**src/rtl/tkn_pkg.sv**
```systemverilog
// tkn_pkg: shared types and constants of the source text tokenizer
// holds scan modes, token codes, character codes, the result record and register map
// no dependencies
package tkn_pkg;

  // scanner modes
  typedef enum logic [2:0] {
    MODE_IDLE     = 3'd0,
    MODE_COMMENT  = 3'd1,
    MODE_NUMBER   = 3'd2,
    MODE_NAME     = 3'd3,
    MODE_LBRACKET = 3'd4,
    MODE_MINUS    = 3'd5,
    MODE_COLON    = 3'd6
  } scan_mode_e;

  // configuration register indexes
  typedef enum logic [1:0] {
    REG_NUMERAL_MIN = 2'd0,
    REG_NUMERAL_MAX = 2'd1,
    REG_NAME_LIMIT  = 2'd2
  } cfg_reg_e;

  localparam int unsigned TOKEN_W = 5;
  localparam int unsigned CFG_ADDR_W = 4;

  // token codes
  localparam logic [4:0] TOK_NAME_CHAR   = 5'd0;
  localparam logic [4:0] TOK_NAME_END    = 5'd1;
  localparam logic [4:0] TOK_BAD_NAME    = 5'd2;
  localparam logic [4:0] TOK_NUMERAL     = 5'd3;
  localparam logic [4:0] TOK_BAD_NUMERAL = 5'd4;
  localparam logic [4:0] TOK_NEWLINE     = 5'd5;
  localparam logic [4:0] TOK_COMMENT     = 5'd6;
  localparam logic [4:0] TOK_BAD_SYMBOL  = 5'd7;
  localparam logic [4:0] TOK_SEMI        = 5'd8;
  localparam logic [4:0] TOK_DOT         = 5'd9;
  localparam logic [4:0] TOK_COMMA       = 5'd10;
  localparam logic [4:0] TOK_LBRACKET    = 5'd11;
  localparam logic [4:0] TOK_BRACKETS    = 5'd12;
  localparam logic [4:0] TOK_RBRACKET    = 5'd13;
  localparam logic [4:0] TOK_AMP         = 5'd14;
  localparam logic [4:0] TOK_BAR         = 5'd15;
  localparam logic [4:0] TOK_TILDE       = 5'd16;
  localparam logic [4:0] TOK_LESS        = 5'd17;
  localparam logic [4:0] TOK_EQUAL       = 5'd18;
  localparam logic [4:0] TOK_GREATER     = 5'd19;
  localparam logic [4:0] TOK_BACKSLASH   = 5'd20;
  localparam logic [4:0] TOK_PLUS        = 5'd21;
  localparam logic [4:0] TOK_MINUS       = 5'd22;
  localparam logic [4:0] TOK_ARROW       = 5'd23;
  localparam logic [4:0] TOK_STAR        = 5'd24;
  localparam logic [4:0] TOK_SLASH       = 5'd25;
  localparam logic [4:0] TOK_LPAREN      = 5'd26;
  localparam logic [4:0] TOK_RPAREN      = 5'd27;
  localparam logic [4:0] TOK_COLON       = 5'd28;
  localparam logic [4:0] TOK_ASSIGN      = 5'd29;

  // character codes
  localparam logic [7:0] CH_TAB        = 8'h09;
  localparam logic [7:0] CH_NEWLINE    = 8'h0A;
  localparam logic [7:0] CH_SPACE      = 8'h20;
  localparam logic [7:0] CH_DOLLAR     = 8'h24;
  localparam logic [7:0] CH_MINUS      = 8'h2D;
  localparam logic [7:0] CH_COLON      = 8'h3A;
  localparam logic [7:0] CH_EQUAL      = 8'h3D;
  localparam logic [7:0] CH_GREATER    = 8'h3E;
  localparam logic [7:0] CH_LBRACKET   = 8'h5B;
  localparam logic [7:0] CH_RBRACKET   = 8'h5D;
  localparam logic [7:0] CH_UNDERSCORE = 8'h5F;

  // register reset values
  localparam logic [31:0] NUMERAL_MIN_RST = 32'd0;
  localparam logic [31:0] NUMERAL_MAX_RST = 32'd32767;
  localparam logic [7:0]  NAME_LIMIT_RST  = 8'd80;

  typedef struct packed {
    logic [31:0] numeral_min;
    logic [31:0] numeral_max;
    logic [7:0]  name_limit;
  } cfg_t;

  typedef struct packed {
    logic [4:0]  token;
    logic [31:0] value;
    logic [7:0]  char_out;
    logic [7:0]  name_length;
    logic        last;
  } res_t;

  // outcome of scanning one character from the idle mode
  typedef struct packed {
    logic       has_res;
    res_t       res;
    scan_mode_e mode;
    logic       digit_load;
    logic       name_start;
  } idle_t;

  // results of one step
  typedef struct packed {
    logic [1:0] count;
    res_t       r0;
    res_t       r1;
  } step_t;

endpackage

```
**src/rtl/tkn_cfg.sv**
```systemverilog
// tkn_cfg: apb register file of the tokenizer (numeral bounds and name limit)
// depends on tkn_pkg
module tkn_cfg (
  input  logic                             clk_i,
  input  logic                             rst_ni,
  input  logic                             psel,
  input  logic                             penable,
  input  logic                             pwrite,
  input  logic [tkn_pkg::CFG_ADDR_W-1:0]   paddr,
  input  logic [31:0]                      pwdata,
  output logic [31:0]                      prdata,
  output logic                             pready,
  output tkn_pkg::cfg_t                    cfg_o
);

  tkn_pkg::cfg_t    cfg_q, cfg_d;
  tkn_pkg::cfg_reg_e sel;
  logic             wr_en;

  assign pready = 1'b1;
  assign sel    = tkn_pkg::cfg_reg_e'(paddr[3:2]);
  assign wr_en  = psel && penable && pwrite && pready;

  always_comb begin
    cfg_d  = cfg_q;
    prdata = 32'd0;
    case (sel)
      tkn_pkg::REG_NUMERAL_MIN: begin
        prdata = cfg_q.numeral_min;
        if (wr_en) cfg_d.numeral_min = pwdata;
      end
      tkn_pkg::REG_NUMERAL_MAX: begin
        prdata = cfg_q.numeral_max;
        if (wr_en) cfg_d.numeral_max = pwdata;
      end
      tkn_pkg::REG_NAME_LIMIT: begin
        prdata = {24'd0, cfg_q.name_limit};
        if (wr_en) cfg_d.name_limit = pwdata[7:0];
      end
      default: begin
        prdata = 32'd0;
      end
    endcase
  end

  always_ff @(posedge clk_i or negedge rst_ni) begin
    if (!rst_ni) begin
      cfg_q.numeral_min <= tkn_pkg::NUMERAL_MIN_RST;
      cfg_q.numeral_max <= tkn_pkg::NUMERAL_MAX_RST;
      cfg_q.name_limit  <= tkn_pkg::NAME_LIMIT_RST;
    end else begin
      cfg_q <= cfg_d;
    end
  end

  assign cfg_o = cfg_q;

endmodule

```
**src/rtl/tkn_scan.sv**
```systemverilog
// tkn_scan: scanner state and the one-character step decode
// depends on tkn_pkg
module tkn_scan #(
  parameter int unsigned VALUE_BITS = 32
) (
  input  logic          clk_i,
  input  logic          rst_ni,
  input  logic          step_i,
  input  logic          kind_i,
  input  logic [7:0]    ch_i,
  input  tkn_pkg::cfg_t cfg_i,
  output tkn_pkg::step_t step_o
);

  localparam int unsigned CMP_W  = (VALUE_BITS > 32) ? VALUE_BITS : 32;
  localparam int unsigned WIDE_W = VALUE_BITS + 4;

  tkn_pkg::scan_mode_e    mode_q, mode_d;
  logic [VALUE_BITS-1:0]  acc_q, acc_d;
  logic [7:0]             cnt_q, cnt_d;
  logic                   ovf_q, ovf_d;

  logic [WIDE_W-1:0]      acc_wide;
  logic [CMP_W-1:0]       acc_ext;
  logic                   num_ok;
  logic                   name_bad;
  logic                   is_digit;
  logic                   is_word;
  tkn_pkg::res_t          num_res;
  tkn_pkg::res_t          name_res;
  tkn_pkg::res_t          pre;
  logic                   pre_v;
  logic                   run_idle;
  tkn_pkg::idle_t         idl;

  function automatic tkn_pkg::res_t make_res(input logic [4:0] tok);
    tkn_pkg::res_t r;
    r       = '0;
    r.token = tok;
    return r;
  endfunction

  function automatic tkn_pkg::idle_t idle_scan(input logic [7:0] c);
    tkn_pkg::idle_t r;
    logic [4:0]     sym;
    r      = '0;
    r.mode = tkn_pkg::MODE_IDLE;
    case (c)
      8'h3B:   sym = tkn_pkg::TOK_SEMI;
      8'h2E:   sym = tkn_pkg::TOK_DOT;
      8'h2C:   sym = tkn_pkg::TOK_COMMA;
      8'h5D:   sym = tkn_pkg::TOK_RBRACKET;
      8'h26:   sym = tkn_pkg::TOK_AMP;
      8'h7C:   sym = tkn_pkg::TOK_BAR;
      8'h7E:   sym = tkn_pkg::TOK_TILDE;
      8'h3C:   sym = tkn_pkg::TOK_LESS;
      8'h3D:   sym = tkn_pkg::TOK_EQUAL;
      8'h3E:   sym = tkn_pkg::TOK_GREATER;
      8'h5C:   sym = tkn_pkg::TOK_BACKSLASH;
      8'h2B:   sym = tkn_pkg::TOK_PLUS;
      8'h2A:   sym = tkn_pkg::TOK_STAR;
      8'h2F:   sym = tkn_pkg::TOK_SLASH;
      8'h28:   sym = tkn_pkg::TOK_LPAREN;
      8'h29:   sym = tkn_pkg::TOK_RPAREN;
      default: sym = tkn_pkg::TOK_BAD_SYMBOL;
    endcase
    if (c == tkn_pkg::CH_SPACE || c == tkn_pkg::CH_TAB) begin
      r.has_res = 1'b0;
    end else if (c == tkn_pkg::CH_NEWLINE) begin
      r.has_res = 1'b1;
      r.res     = make_res(tkn_pkg::TOK_NEWLINE);
    end else if (c == tkn_pkg::CH_DOLLAR) begin
      r.mode = tkn_pkg::MODE_COMMENT;
    end else if (c inside {[8'h30:8'h39]}) begin
      r.mode       = tkn_pkg::MODE_NUMBER;
      r.digit_load = 1'b1;
    end else if (c inside {[8'h41:8'h5A], [8'h61:8'h7A]}) begin
      r.mode         = tkn_pkg::MODE_NAME;
      r.name_start   = 1'b1;
      r.has_res      = 1'b1;
      r.res          = make_res(tkn_pkg::TOK_NAME_CHAR);
      r.res.char_out = c;
    end else if (c == tkn_pkg::CH_LBRACKET) begin
      r.mode = tkn_pkg::MODE_LBRACKET;
    end else if (c == tkn_pkg::CH_MINUS) begin
      r.mode = tkn_pkg::MODE_MINUS;
    end else if (c == tkn_pkg::CH_COLON) begin
      r.mode = tkn_pkg::MODE_COLON;
    end else begin
      r.has_res = 1'b1;
      r.res     = make_res(sym);
      if (sym == tkn_pkg::TOK_BAD_SYMBOL) r.res.char_out = c;
    end
    return r;
  endfunction

  assign is_digit = (ch_i inside {[8'h30:8'h39]});
  assign is_word  = is_digit || (ch_i inside {[8'h41:8'h5A], [8'h61:8'h7A]}) ||
                    (ch_i == tkn_pkg::CH_UNDERSCORE);

  // acc*10 + digit, exact, so overflow shows in the top bits
  assign acc_wide = WIDE_W'({acc_q, 3'b000}) + WIDE_W'({acc_q, 1'b0}) + WIDE_W'(ch_i[3:0]);

  // pending numeral and name results
  assign acc_ext  = CMP_W'(acc_q);
  assign num_ok   = (acc_ext >= CMP_W'(cfg_i.numeral_min)) &&
                    (acc_ext <= CMP_W'(cfg_i.numeral_max));
  assign name_bad = ovf_q || (cnt_q > cfg_i.name_limit);

  always_comb begin
    num_res       = make_res(num_ok ? tkn_pkg::TOK_NUMERAL : tkn_pkg::TOK_BAD_NUMERAL);
    num_res.value = (acc_ext > CMP_W'(32'hFFFF_FFFF)) ? 32'hFFFF_FFFF : acc_ext[31:0];
    name_res      = make_res(name_bad ? tkn_pkg::TOK_BAD_NAME : tkn_pkg::TOK_NAME_END);
    name_res.name_length = cnt_q;
  end

  assign idl = idle_scan(ch_i);

  always_comb begin
    mode_d   = mode_q;
    acc_d    = acc_q;
    cnt_d    = cnt_q;
    ovf_d    = ovf_q;
    pre      = '0;
    pre_v    = 1'b0;
    run_idle = 1'b0;
    if (kind_i) begin
      // end of source: flush a pending numeral, name or symbol; an open comment yields nothing
      case (mode_q)
        tkn_pkg::MODE_NUMBER: begin
          pre_v = 1'b1;
          pre   = num_res;
        end
        tkn_pkg::MODE_NAME: begin
          pre_v = 1'b1;
          pre   = name_res;
        end
        tkn_pkg::MODE_LBRACKET: begin
          pre_v = 1'b1;
          pre   = make_res(tkn_pkg::TOK_LBRACKET);
        end
        tkn_pkg::MODE_MINUS: begin
          pre_v = 1'b1;
          pre   = make_res(tkn_pkg::TOK_MINUS);
        end
        tkn_pkg::MODE_COLON: begin
          pre_v = 1'b1;
          pre   = make_res(tkn_pkg::TOK_COLON);
        end
        default: begin
          pre_v = 1'b0;
        end
      endcase
      mode_d = tkn_pkg::MODE_IDLE;
      acc_d  = '0;
      cnt_d  = 8'd0;
      ovf_d  = 1'b0;
    end else begin
      case (mode_q)
        tkn_pkg::MODE_COMMENT: begin
          if (ch_i == tkn_pkg::CH_NEWLINE) begin
            pre_v  = 1'b1;
            pre    = make_res(tkn_pkg::TOK_COMMENT);
            mode_d = tkn_pkg::MODE_IDLE;
          end
        end
        tkn_pkg::MODE_NUMBER: begin
          if (is_digit) begin
            if (acc_wide[WIDE_W-1:VALUE_BITS] != 4'd0) acc_d = '1;
            else acc_d = acc_wide[VALUE_BITS-1:0];
          end else begin
            pre_v    = 1'b1;
            pre      = num_res;
            run_idle = 1'b1;
          end
        end
        tkn_pkg::MODE_NAME: begin
          if (is_word) begin
            if (cnt_q == 8'hFF) ovf_d = 1'b1;
            else cnt_d = cnt_q + 8'd1;
            pre_v        = 1'b1;
            pre          = make_res(tkn_pkg::TOK_NAME_CHAR);
            pre.char_out = ch_i;
          end else begin
            pre_v    = 1'b1;
            pre      = name_res;
            run_idle = 1'b1;
          end
        end
        tkn_pkg::MODE_LBRACKET: begin
          pre_v = 1'b1;
          if (ch_i == tkn_pkg::CH_RBRACKET) begin
            pre    = make_res(tkn_pkg::TOK_BRACKETS);
            mode_d = tkn_pkg::MODE_IDLE;
          end else begin
            pre      = make_res(tkn_pkg::TOK_LBRACKET);
            run_idle = 1'b1;
          end
        end
        tkn_pkg::MODE_MINUS: begin
          pre_v = 1'b1;
          if (ch_i == tkn_pkg::CH_GREATER) begin
            pre    = make_res(tkn_pkg::TOK_ARROW);
            mode_d = tkn_pkg::MODE_IDLE;
          end else begin
            pre      = make_res(tkn_pkg::TOK_MINUS);
            run_idle = 1'b1;
          end
        end
        tkn_pkg::MODE_COLON: begin
          pre_v = 1'b1;
          if (ch_i == tkn_pkg::CH_EQUAL) begin
            pre    = make_res(tkn_pkg::TOK_ASSIGN);
            mode_d = tkn_pkg::MODE_IDLE;
          end else begin
            pre      = make_res(tkn_pkg::TOK_COLON);
            run_idle = 1'b1;
          end
        end
        default: begin
          run_idle = 1'b1;
        end
      endcase
      // terminator rescanned from idle in the same step
      if (run_idle) begin
        mode_d = idl.mode;
        if (idl.digit_load) acc_d = VALUE_BITS'(ch_i[3:0]);
        if (idl.name_start) begin
          cnt_d = 8'd1;
          ovf_d = 1'b0;
        end
      end
    end
  end

  // pack up to two results, last flag on the final one
  always_comb begin
    step_o = '0;
    if (pre_v) begin
      step_o.r0 = pre;
      if (run_idle && idl.has_res) begin
        step_o.count   = 2'd2;
        step_o.r1      = idl.res;
        step_o.r1.last = 1'b1;
      end else begin
        step_o.count   = 2'd1;
        step_o.r0.last = 1'b1;
      end
    end else if (run_idle && idl.has_res) begin
      step_o.count   = 2'd1;
      step_o.r0      = idl.res;
      step_o.r0.last = 1'b1;
    end
  end

  always_ff @(posedge clk_i or negedge rst_ni) begin
    if (!rst_ni) begin
      mode_q <= tkn_pkg::MODE_IDLE;
      acc_q  <= '0;
      cnt_q  <= 8'd0;
      ovf_q  <= 1'b0;
    end else if (step_i) begin
      mode_q <= mode_d;
      acc_q  <= acc_d;
      cnt_q  <= cnt_d;
      ovf_q  <= ovf_d;
    end
  end

endmodule

```
**src/rtl/tkn_queue.sv**
```systemverilog
// tkn_queue: four-entry result queue, two writes and one read per cycle
// depends on tkn_pkg
module tkn_queue (
  input  logic           clk_i,
  input  logic           rst_ni,
  input  logic [1:0]     push_cnt_i,
  input  tkn_pkg::res_t  push0_i,
  input  tkn_pkg::res_t  push1_i,
  output logic           room2_o,
  output logic           valid_o,
  input  logic           ready_i,
  output tkn_pkg::res_t  head_o
);

  localparam int unsigned DEPTH = 4;
  localparam int unsigned PTR_W = $clog2(DEPTH);

  tkn_pkg::res_t       mem_q [DEPTH];
  logic [PTR_W-1:0]    wr_q, wr_d;
  logic [PTR_W-1:0]    rd_q, rd_d;
  logic [PTR_W:0]      cnt_q, cnt_d;
  logic [PTR_W-1:0]    wr_nxt;
  logic                pop;

  assign valid_o = (cnt_q != '0);
  assign room2_o = (cnt_q <= (PTR_W+1)'(DEPTH - 2));
  assign head_o  = mem_q[rd_q];
  assign pop     = valid_o && ready_i;
  assign wr_nxt  = wr_q + PTR_W'(1);

  always_comb begin
    wr_d  = wr_q + PTR_W'(push_cnt_i);
    rd_d  = pop ? rd_q + PTR_W'(1) : rd_q;
    cnt_d = cnt_q + (PTR_W+1)'(push_cnt_i) - (PTR_W+1)'(pop);
  end

  always_ff @(posedge clk_i or negedge rst_ni) begin
    if (!rst_ni) begin
      wr_q  <= '0;
      rd_q  <= '0;
      cnt_q <= '0;
    end else begin
      wr_q  <= wr_d;
      rd_q  <= rd_d;
      cnt_q <= cnt_d;
    end
  end

  always_ff @(posedge clk_i) begin
    if (push_cnt_i != 2'd0) mem_q[wr_q] <= push0_i;
    if (push_cnt_i == 2'd2) mem_q[wr_nxt] <= push1_i;
  end

endmodule

```
**src/rtl/source_text_tokenizer.sv**
```systemverilog
// source_text_tokenizer: streaming lexical scanner with one character of lookahead
// path: an accepted item is held in the input register, steps the scanner and writes its results into the queue
// throughput: one item per cycle while each item yields at most one result and the queue has room for two;
//   an item that yields two results puts both into the result queue, which gives them out one at a time
// reset: asynchronous active low; scanner idle, result queue empty, registers at defaults
// depends on tkn_pkg, tkn_cfg, tkn_scan, tkn_queue
module source_text_tokenizer #(
  parameter int unsigned VALUE_BITS = 32
) (
  input  logic                           clk_i,
  input  logic                           rst_ni,
  // configuration port
  input  logic                           psel,
  input  logic                           penable,
  input  logic                           pwrite,
  input  logic [tkn_pkg::CFG_ADDR_W-1:0] paddr,
  input  logic [31:0]                    pwdata,
  output logic [31:0]                    prdata,
  output logic                           pready,
  // character items
  input  logic                           in_valid_i,
  output logic                           in_ready_o,
  input  logic                           kind_i,
  input  logic [7:0]                     ch_i,
  // token items
  output logic                           out_valid_o,
  input  logic                           out_ready_i,
  output logic [4:0]                     token_o,
  output logic [31:0]                    value_o,
  output logic [7:0]                     char_out_o,
  output logic [7:0]                     name_length_o,
  output logic                           last_o
);

  tkn_pkg::cfg_t  cfg;
  tkn_pkg::step_t step_res;
  tkn_pkg::res_t  head;

  // input register stage
  logic           in_vld_q, in_vld_d;
  logic           kind_q;
  logic [7:0]     ch_q;
  logic           in_acc;
  logic           step;
  logic           room2;
  logic [1:0]     push_cnt;

  tkn_cfg u_cfg (
    .clk_i   (clk_i),
    .rst_ni  (rst_ni),
    .psel    (psel),
    .penable (penable),
    .pwrite  (pwrite),
    .paddr   (paddr),
    .pwdata  (pwdata),
    .prdata  (prdata),
    .pready  (pready),
    .cfg_o   (cfg)
  );

  // the held item steps once the queue can take its worst case of two results
  assign step       = in_vld_q && room2;
  assign in_ready_o = !in_vld_q || step;
  assign in_acc     = in_valid_i && in_ready_o;
  assign in_vld_d   = in_acc || (in_vld_q && !step);

  always_ff @(posedge clk_i or negedge rst_ni) begin
    if (!rst_ni) begin
      in_vld_q <= 1'b0;
    end else begin
      in_vld_q <= in_vld_d;
    end
  end

  // payload, no reset
  always_ff @(posedge clk_i) begin
    if (in_acc) begin
      kind_q <= kind_i;
      ch_q   <= ch_i;
    end
  end

  tkn_scan #(
    .VALUE_BITS (VALUE_BITS)
  ) u_scan (
    .clk_i  (clk_i),
    .rst_ni (rst_ni),
    .step_i (step),
    .kind_i (kind_q),
    .ch_i   (ch_q),
    .cfg_i  (cfg),
    .step_o (step_res)
  );

  // results enter the queue only on a real step
  assign push_cnt = step ? step_res.count : 2'd0;

  tkn_queue u_queue (
    .clk_i      (clk_i),
    .rst_ni     (rst_ni),
    .push_cnt_i (push_cnt),
    .push0_i    (step_res.r0),
    .push1_i    (step_res.r1),
    .room2_o    (room2),
    .valid_o    (out_valid_o),
    .ready_i    (out_ready_i),
    .head_o     (head)
  );

  // result fields straight from the queue head register
  assign token_o       = head.token;
  assign value_o       = head.value;
  assign char_out_o    = head.char_out;
  assign name_length_o = head.name_length;
  assign last_o        = head.last;

endmodule

```
**config.mk**
```make
export PLATFORM = sky130hd
export DESIGN_NAME = source_text_tokenizer
export DESIGN_NICKNAME = d
export VERILOG_FILES = /design/src/rtl/tkn_pkg.sv /design/src/rtl/tkn_cfg.sv /design/src/rtl/tkn_scan.sv /design/src/rtl/tkn_queue.sv /design/src/rtl/source_text_tokenizer.sv
export SDC_FILE = /design/constraint.sdc
export NUM_CORES = 1
export LEC_CHECK = 0
export BUFFER_PORTS_ARGS = -buffer_cell sky130_fd_sc_hd__clkbuf_2
export CORE_MARGIN = 1
export CORE_UTILIZATION = 30
export CTS_BUF_LIST = sky130_fd_sc_hd__clkbuf_4
export DETAILED_ROUTE_END_ITERATION = 8
export GPL_TIMING_DRIVEN = 0
export PLACE_DENSITY = 0.51
export SLEW_MARGIN = 25
export SYNTH_ARGS = -nofsm -noshare
export SYNTH_HDL_FRONTEND = slang
export SYNTH_SLANG_ARGS = --single-unit
```
**constraint.sdc**
```tcl
create_clock -name clk_i -period 3.7 [get_ports clk_i]
set_input_delay 0.555 -clock clk_i [delete_from_list [all_inputs] [get_ports clk_i]]
set_output_delay 0.555 -clock clk_i [all_outputs]
set_load 0.01 [all_outputs]
```
==> flow_metrics.py, run 1 <==
metrics = {
    "outcome": {
        "outcome": "finished, violations left",
        "violations": "setup timing",
    },
    "final_layout": {
        "fillers": 6440,
        "fin_util": 0.375,
        "nNetsFinal": 2380,
        "drive_gt1_frac": 0.273,
        "syn_to_final_growth_pct": 23.8,
    },
    "critical_path": {
        "critPathMaxStageDelay_ns": 0.55,
        "critical_path.max_fanout": 7,
        "criticalPathCategory": "register to register",
        "reg2reg_from": "ch_q[2]",
        "start_kind": "register",
        "endpoint_kind": "register",
        "critPathSlowestCell": "edfxtp_1",
        "crit_required_ns": 4.42,
        "arrival_ns": 4.73,
        "path_cells": "ha_1 > ha_4 > fa_2 > a211oi_2 > o21ai_2 > o21ai_2 > nand4_1 > a41o_1 > a221o_1 > a211o_1 > a211o_4 > clkbuf_16 > a211oi_2 > nor3_1",
        "crit_start": "ch_q[2]",
    },
    "synthesis": {
        "synth_cells": 1862,
        "ys.flop_type": "dfxtp_1",
        "synthTopCellsByCount": "160 x dfxtp_1, 141 x ha_1, 137 x nand2_1",
        "synthArstFlopShare": 0.355,
        "synth_edf_count": 65,
        "yosysTopAreaCell": "dfxtp_1",
        "synth.most_common_cell": "dfxtp_1",
        "seq_area_frac_synth": 0.425,
        "netlist.area_leader.share": 0.165,
        "synthTopCellsByArea": "dfxtp_1 16%, dfrtp_1 14%, edfxtp_1 10%, ha_1 9.1%, a32o_1 6.6%",
        "ys_warn_count": 0,
        "syn_area_per_cell_um2": 10.5,
        "synth.distinct_cells": 80,
        "synth_nets": 2058,
        "syn_area_um2": 19500,
        "ys_seq_elements": 349,
    },
    "detailed_routing": {
        "routedWlPerCell_um": 20.8,
        "first_iter_violations": 1094,
        "drc": 0,
        "postRouteAntennaNets": 0,
        "wl_um": 64900,
        "vias": 16800,
        "dr.pass1.iters": 6,
        "via_per_inst": 5.38,
    },
    "grt": {
        "grt_start_max_net_pins": 79,
        "first_global_vias": 17100,
        "grt_pass1_wl_um": 99400,
        "antenna_found_initial": 2,
        "grt_remaining_overflow": 0,
        "track_usage": 0.194,
    },
    "timing": {
        "fin_ws_ns": -0.308,
        "timing.final.crit_share": 1.08,
        "slew_headroom": 0.325,
        "hold_viol_final": 0,
        "fmax_ghz": 0.250,
        "final.setup_skew_ns": 0.0609,
        "period_needed_ns": 4.01,
        "tightest_slew_ns": 1.01,
        "setup_viol_count_final": 32,
        "rsz0062_at_grt": "true",
        "slew_violations": 0,
    },
    "clock_tree": {
        "cts_tree": "done",
        "clk_latency_ns": 0.86,
        "cts_buffer_depth": 3,
        "clk_pin_slew_ns": 0.07,
        "numCtsBuffers": 99,
        "cts_root_buffer": "clkbuf_4",
        "htreeDepth": 3,
        "cts_sinks": 349,
    },
    "place": {
        "pre_cts_ws_ns": -1.16,
        "portBuffers": 135,
        "place_congestion": 0.905,
        "dp_hpwl_um": 46400,
    },
    "power": {
        "power_density_nw_per_um2": 528,
        "ir_drop_uv": 231,
        "leakage_nw": 10.5,
    },
    "floorplan": {
        "core-area_um2": 64200,
        "die_area_um2": 65900,
        "pin_count": 141,
        "rows": 93,
        "die_h_um": 257,
        "initial_core_util": 0.303,
        "dieWidth_um": 257,
    },
    "hold_path": {
        "min-delay-start": "out_ready_i",
        "worstHoldPathType": "input pin to register",
    },
    "run": {
        "max_cap_violations": 0,
    },
}
[logic make-up (layout without fill, tap and decap cells)]
family / after synthesis / in the layout / share of synthesized area
flip-flops: 349 / 349 / 0.425
buffers and inverters: 228 / 633 / 0.0454
XOR/XNOR: 35 / 35 / 0.0158
adder cells (fa/ha/maj): 144 / 144 / 0.0938
multiplexers: 121 / 121 / 0.0992
other: 1 / 2 / 0.000193
AND/OR/NAND/NOR: 447 / 447 / 0.111
AO/OA/AOI/OAI: 537 / 537 / 0.210
[layout by cell type, fill, tap and decap left out, types with 54 or more instances in the layout]
master / Yosys / layout
inv_1: 96 / 91
clkbuf_4: 0 / 157
o21ai_0: 84 / 82
mux4_2: 54 / 54
dfxtp_1: 160 / 160
clkbuf_1: 109 / 63
edfxtp_1: 65 / 65
ha_1: 141 / 139
nand2_1: 137 / 136
nor2_1: 111 / 105
clkbuf_2: 1 / 157
a21oi_1: 92 / 89
a32o_1: 129 / 129
dfrtp_1: 107 / 85
[where the power goes]
group | internal, mW | total (mW) | leakage [nW] | switching (mW)
sequential | 4.31 | 4.61 | 3.41 | 0.299
combinational | 1.57 | 4.36 | 6.35 | 2.80
clock | 1.97 | 3.74 | 0.781 | 1.77
total | 7.85 | 12.7 | 10.5 | 4.86
[final timing paths]
check	to	slack (ns)	depth (start not counted)
setup / recovery	u_scan.acc_ext[14]	-0.31	14
hold / removal	u_queue.rd_q[0]	0.14	3
setup reg to reg	u_scan.acc_ext[14]	-0.31	14
hold reg to reg	u_queue.mem_q[3][45]	0.46	1
max in group asynchronous	u_queue.rd_q[1]	2.62	3
min in group asynchronous	u_cfg.cfg_o[26]	0.22	2
[critical path: cells and delay by family (launching register included)]
kind / cells / cell delay [ns]
flip-flops: 1 / 0.55
AO/OA/AOI/OAI: 8 / 1.96
AND/OR/NAND/NOR: 2 / 0.23
adder cells (fa/ha/maj): 3 / 0.98
buffers and inverters: 1 / 0.20
[registers in the layout, indices dropped and copies added (netlist names), 2 cells and up]
signal,count
u_queue.rd_q,2
u_scan.acc_ext,32
u_cfg.cfg_o,72
u_scan.mode_q,3
u_queue.mem_q,216
u_scan.cnt_q,8
u_queue.cnt_q,3
u_queue.wr_q,2
ch_q,8
[area by class of cell]
class | count | area, µm² | area share
Buffer | 119 | 668 | 0.0277
Clock buffer | 154 | 1160 | 0.0480
Timing Repair inverter | 2 | 27.5 | 0.00114
Multi-Input combinational cell | 1285 | 10700 | 0.444
Clock inverter | 30 | 175 | 0.00727
Sequential cell | 349 | 8310 | 0.345
Inverter | 97 | 417 | 0.0173
Antenna cell | 1 | 2.50 | 0.000104
Tap cell | 855 | 1070 | 0.0444
Timing Repair Buffer | 231 | 1570 | 0.0653
[metal layers]
metal / share of wire / track usage
met5: 0.00012 / 0
met4: 0.022 / 0.0696
met3: 0.056 / 0.0316
met2: 0.49 / 0.329
met1: 0.43 / 0.249
[per-stage QoR]
stage,hold slack [ns],power (mW),area (µm²),setup TNS (ns),instances
CTS,0.0499,12.8,23800,-8.47,3113
finish,0.141,12.7,24100,-7.64,3123
floorplan,0.259,7.14,19500,0,1862
global route,0.116,13.5,24100,-12.41,3123
detailed placement,0.450,8.61,21300,-244.72,2853
global placement,0.441,8.53,21300,-271.13,2852
[what timing repair did]
item | CTS | global route
hold buffers | 43 | 0
setup endpoints to repair | 352 | 278
gates resized for setup | 129 | 68
pin swaps | 21 | 53
gates cloned | 3 | 2
buffers inserted | 40 | 10
endpoints found under the hold margin | 128 | 0
(Power assumes the default switching activity.)
==> run 2, diff against run 1 <==
==> constraint.sdc (replaced) <==
create_clock -name clk_i -period 3.7 [get_ports clk_i]
set_input_delay 0.555 -clock clk_i [delete_from_list [all_inputs] [get_ports clk_i]]
set_output_delay 0.555 -clock clk_i [all_outputs]
set_load 0.05 [all_outputs]
==> run 2 against run 1 <==
Compared with the run above:
- the flow still finishes with violations (setup timing)
- sequential power about the same
- critical endpoint unchanged
- power is 4.0% higher
- first-iteration DRC count fell by 3.0%
- utilization is essentially flat
==> flow_metrics.py, run 2 (synthesis results as in run 1) <==
metrics = {
    "critical_path": {
        "reg2reg_from": "ch_q[2]",
        "worstReg2RegEnd": "u_scan.acc_ext[14]",
        "endpoint_kind": "register",
        "start_kind": "register",
        "cp-endpoint": "u_scan.acc_ext[14]",
        "critical_path.max_fanout": 7,
        "arrival_ns": 4.75,
        "criticalPathCategory": "register to register",
        "ff2ff_setup_slack_ns": -0.32,
        "reg2regPathDepth": 14,
        "crit_start": "ch_q[2]",
        "crit_required_ns": 4.42,
    },
    "clock_tree": {
        "numCtsBuffers": 99,
        "cts_sinks": 349,
        "clk_latency_ns": 0.87,
        "cts_tree": "done",
        "cts_root_buffer": "clkbuf_4",
        "clk_pin_slew_ns": 0.07,
        "cts_buffer_depth": 3,
        "htreeDepth": 3,
    },
    "floorplan": {
        "die_area_um2": 65900,
        "die_h_um": 257,
        "pin_count": 141,
        "rows": 93,
        "initial_core_util": 0.303,
        "core-area_um2": 64200,
        "dieWidth_um": 257,
    },
    "place": {
        "place_congestion": 0.905,
        "portBuffers": 135,
        "dp_hpwl_um": 46400,
        "pre_cts_ws_ns": -1.16,
        "place_area_um2": 21300,
    },
    "grt": {
        "grt_pass1_wl_um": 99500,
        "grt_start_max_net_pins": 79,
        "antenna_found_initial": 2,
        "grt_remaining_overflow": 0,
        "first_global_vias": 17100,
        "track_usage": 0.195,
    },
    "run": {
        "max_cap_violations": 0,
    },
    "timing": {
        "slew_headroom": 0.313,
        "rsz0062_at_grt": "true",
        "timing.final.crit_share": 1.09,
        "fmax_ghz": 0.249,
        "hold_viol_final": 0,
        "slew_violations": 0,
        "timing.setup.tns_ns": -8.04,
        "final.setup_skew_ns": 0.0627,
        "period_needed_ns": 4.02,
        "setup_viol_count_final": 32,
        "fin_ws_ns": -0.321,
        "tightest_slew_ns": 1.03,
    },
    "detailed_routing": {
        "wl_um": 65000,
        "drc": 0,
        "dr.pass1.iters": 5,
        "first_iter_violations": 1061,
        "via_per_inst": 5.37,
        "postRouteAntennaNets": 0,
        "routedWlPerCell_um": 20.8,
        "vias": 16800,
    },
    "final_layout": {
        "fillers": 6444,
        "nNetsFinal": 2380,
        "drive_gt1_frac": 0.273,
        "multiInputGateArea_um2": 10700,
        "seqCellArea_um2": 8310,
        "largest_register_ffs": 216,
        "syn_to_final_growth_pct": 23.8,
        "regMostFlops": "u_queue.mem_q",
        "final_common_cell": "dfxtp_1",
        "fin_area_um2": 24100,
        "layout_common_cells": "160 x dfxtp_1, 157 x clkbuf_2, 157 x clkbuf_4, 139 x ha_1, 136 x nand2_1",
    },
    "hold_path": {
        "worstHoldPathType": "input pin to register",
    },
    "power": {
        "ir_drop_uv": 231,
        "p_total_mw": 13.2,
        "leakage_nw": 10.5,
        "power_density_nw_per_um2": 549,
    },
    "outcome": {
        "violations": "setup timing",
        "outcome": "finished, violations left",
    },
}
[run 2: stage by stage]
step,util,std cells,hold slack [ns]
finish,0.375,3123,0.135
global route,0.375,3123,0.116
CTS,0.370,3113,0.0499
detailed placement,0.331,2853,0.450
global placement,0.331,2852,0.441
floorplan,-,1862,0.259
[run 2: worst min path at each step]
stage	start	end	slack, ns	cells after the start
after floorplan	rst_ni	in_vld_q	0.26	0
after global placement	u_queue.mem_q[1][28]	u_queue.mem_q[1][28]	0.44	1
after detailed placement	u_queue.mem_q[1][39]	u_queue.mem_q[1][39]	0.45	1
after CTS	out_ready_i	u_queue.rd_q[0]	0.05	3
after global routing	out_ready_i	u_queue.rd_q[0]	0.12	3
final	out_ready_i	u_queue.rd_q[0]	0.14	3
[run 2: where the power goes]
part           internal [mW]  leakage (nW)  switching (mW)
Sequential              4.31          3.41           0.301
Clock                   1.97         0.781            1.77
Combinational           1.56          6.35            3.30
[run 2: layer usage]
metal  routed length [µm]  share of wire  track usage
met1                28200           0.43        0.249
met4                 1490          0.023       0.0716
met2                31700           0.49        0.329
met5                    8        0.00012            0
met3                 3650          0.056       0.0316
[run 2: timing repair]
action	4_1_cts	5_1_grt
endpoints found under the setup margin	352	281
cloned	3	2
hold buffers	43	0
gates resized for setup	130	69
buffers inserted	40	10
endpoints found under the hold margin	128	0
pin swaps	21	53
[run 2: area by class of cell]
type | instances | area share
timing repair buffer | 231 | 0.0654
clock buffer | 154 | 0.0480
antenna | 1 | 0.000104
tap | 855 | 0.0444
clock inverter | 30 | 0.00727
timing repair inverter | 2 | 0.00114
multi-input combinational | 1285 | 0.444
buffer | 119 | 0.0275
sequential | 349 | 0.345
inverter | 97 | 0.0173
[run 2: worst max-delay path, stage by stage, from the launching register on]
cell,delay (ns)
edfxtp_1,0.56
ha_1,0.40
ha_4,0.18
fa_2,0.41
a211oi_2,0.21
o21ai_2,0.09
o21ai_2,0.20
nand4_1,0.15
a41o_1,0.25
a221o_1,0.31
a211o_1,0.28
a211o_4,0.43
clkbuf_16,0.20
a211oi_2,0.19
nor3_1,0.08
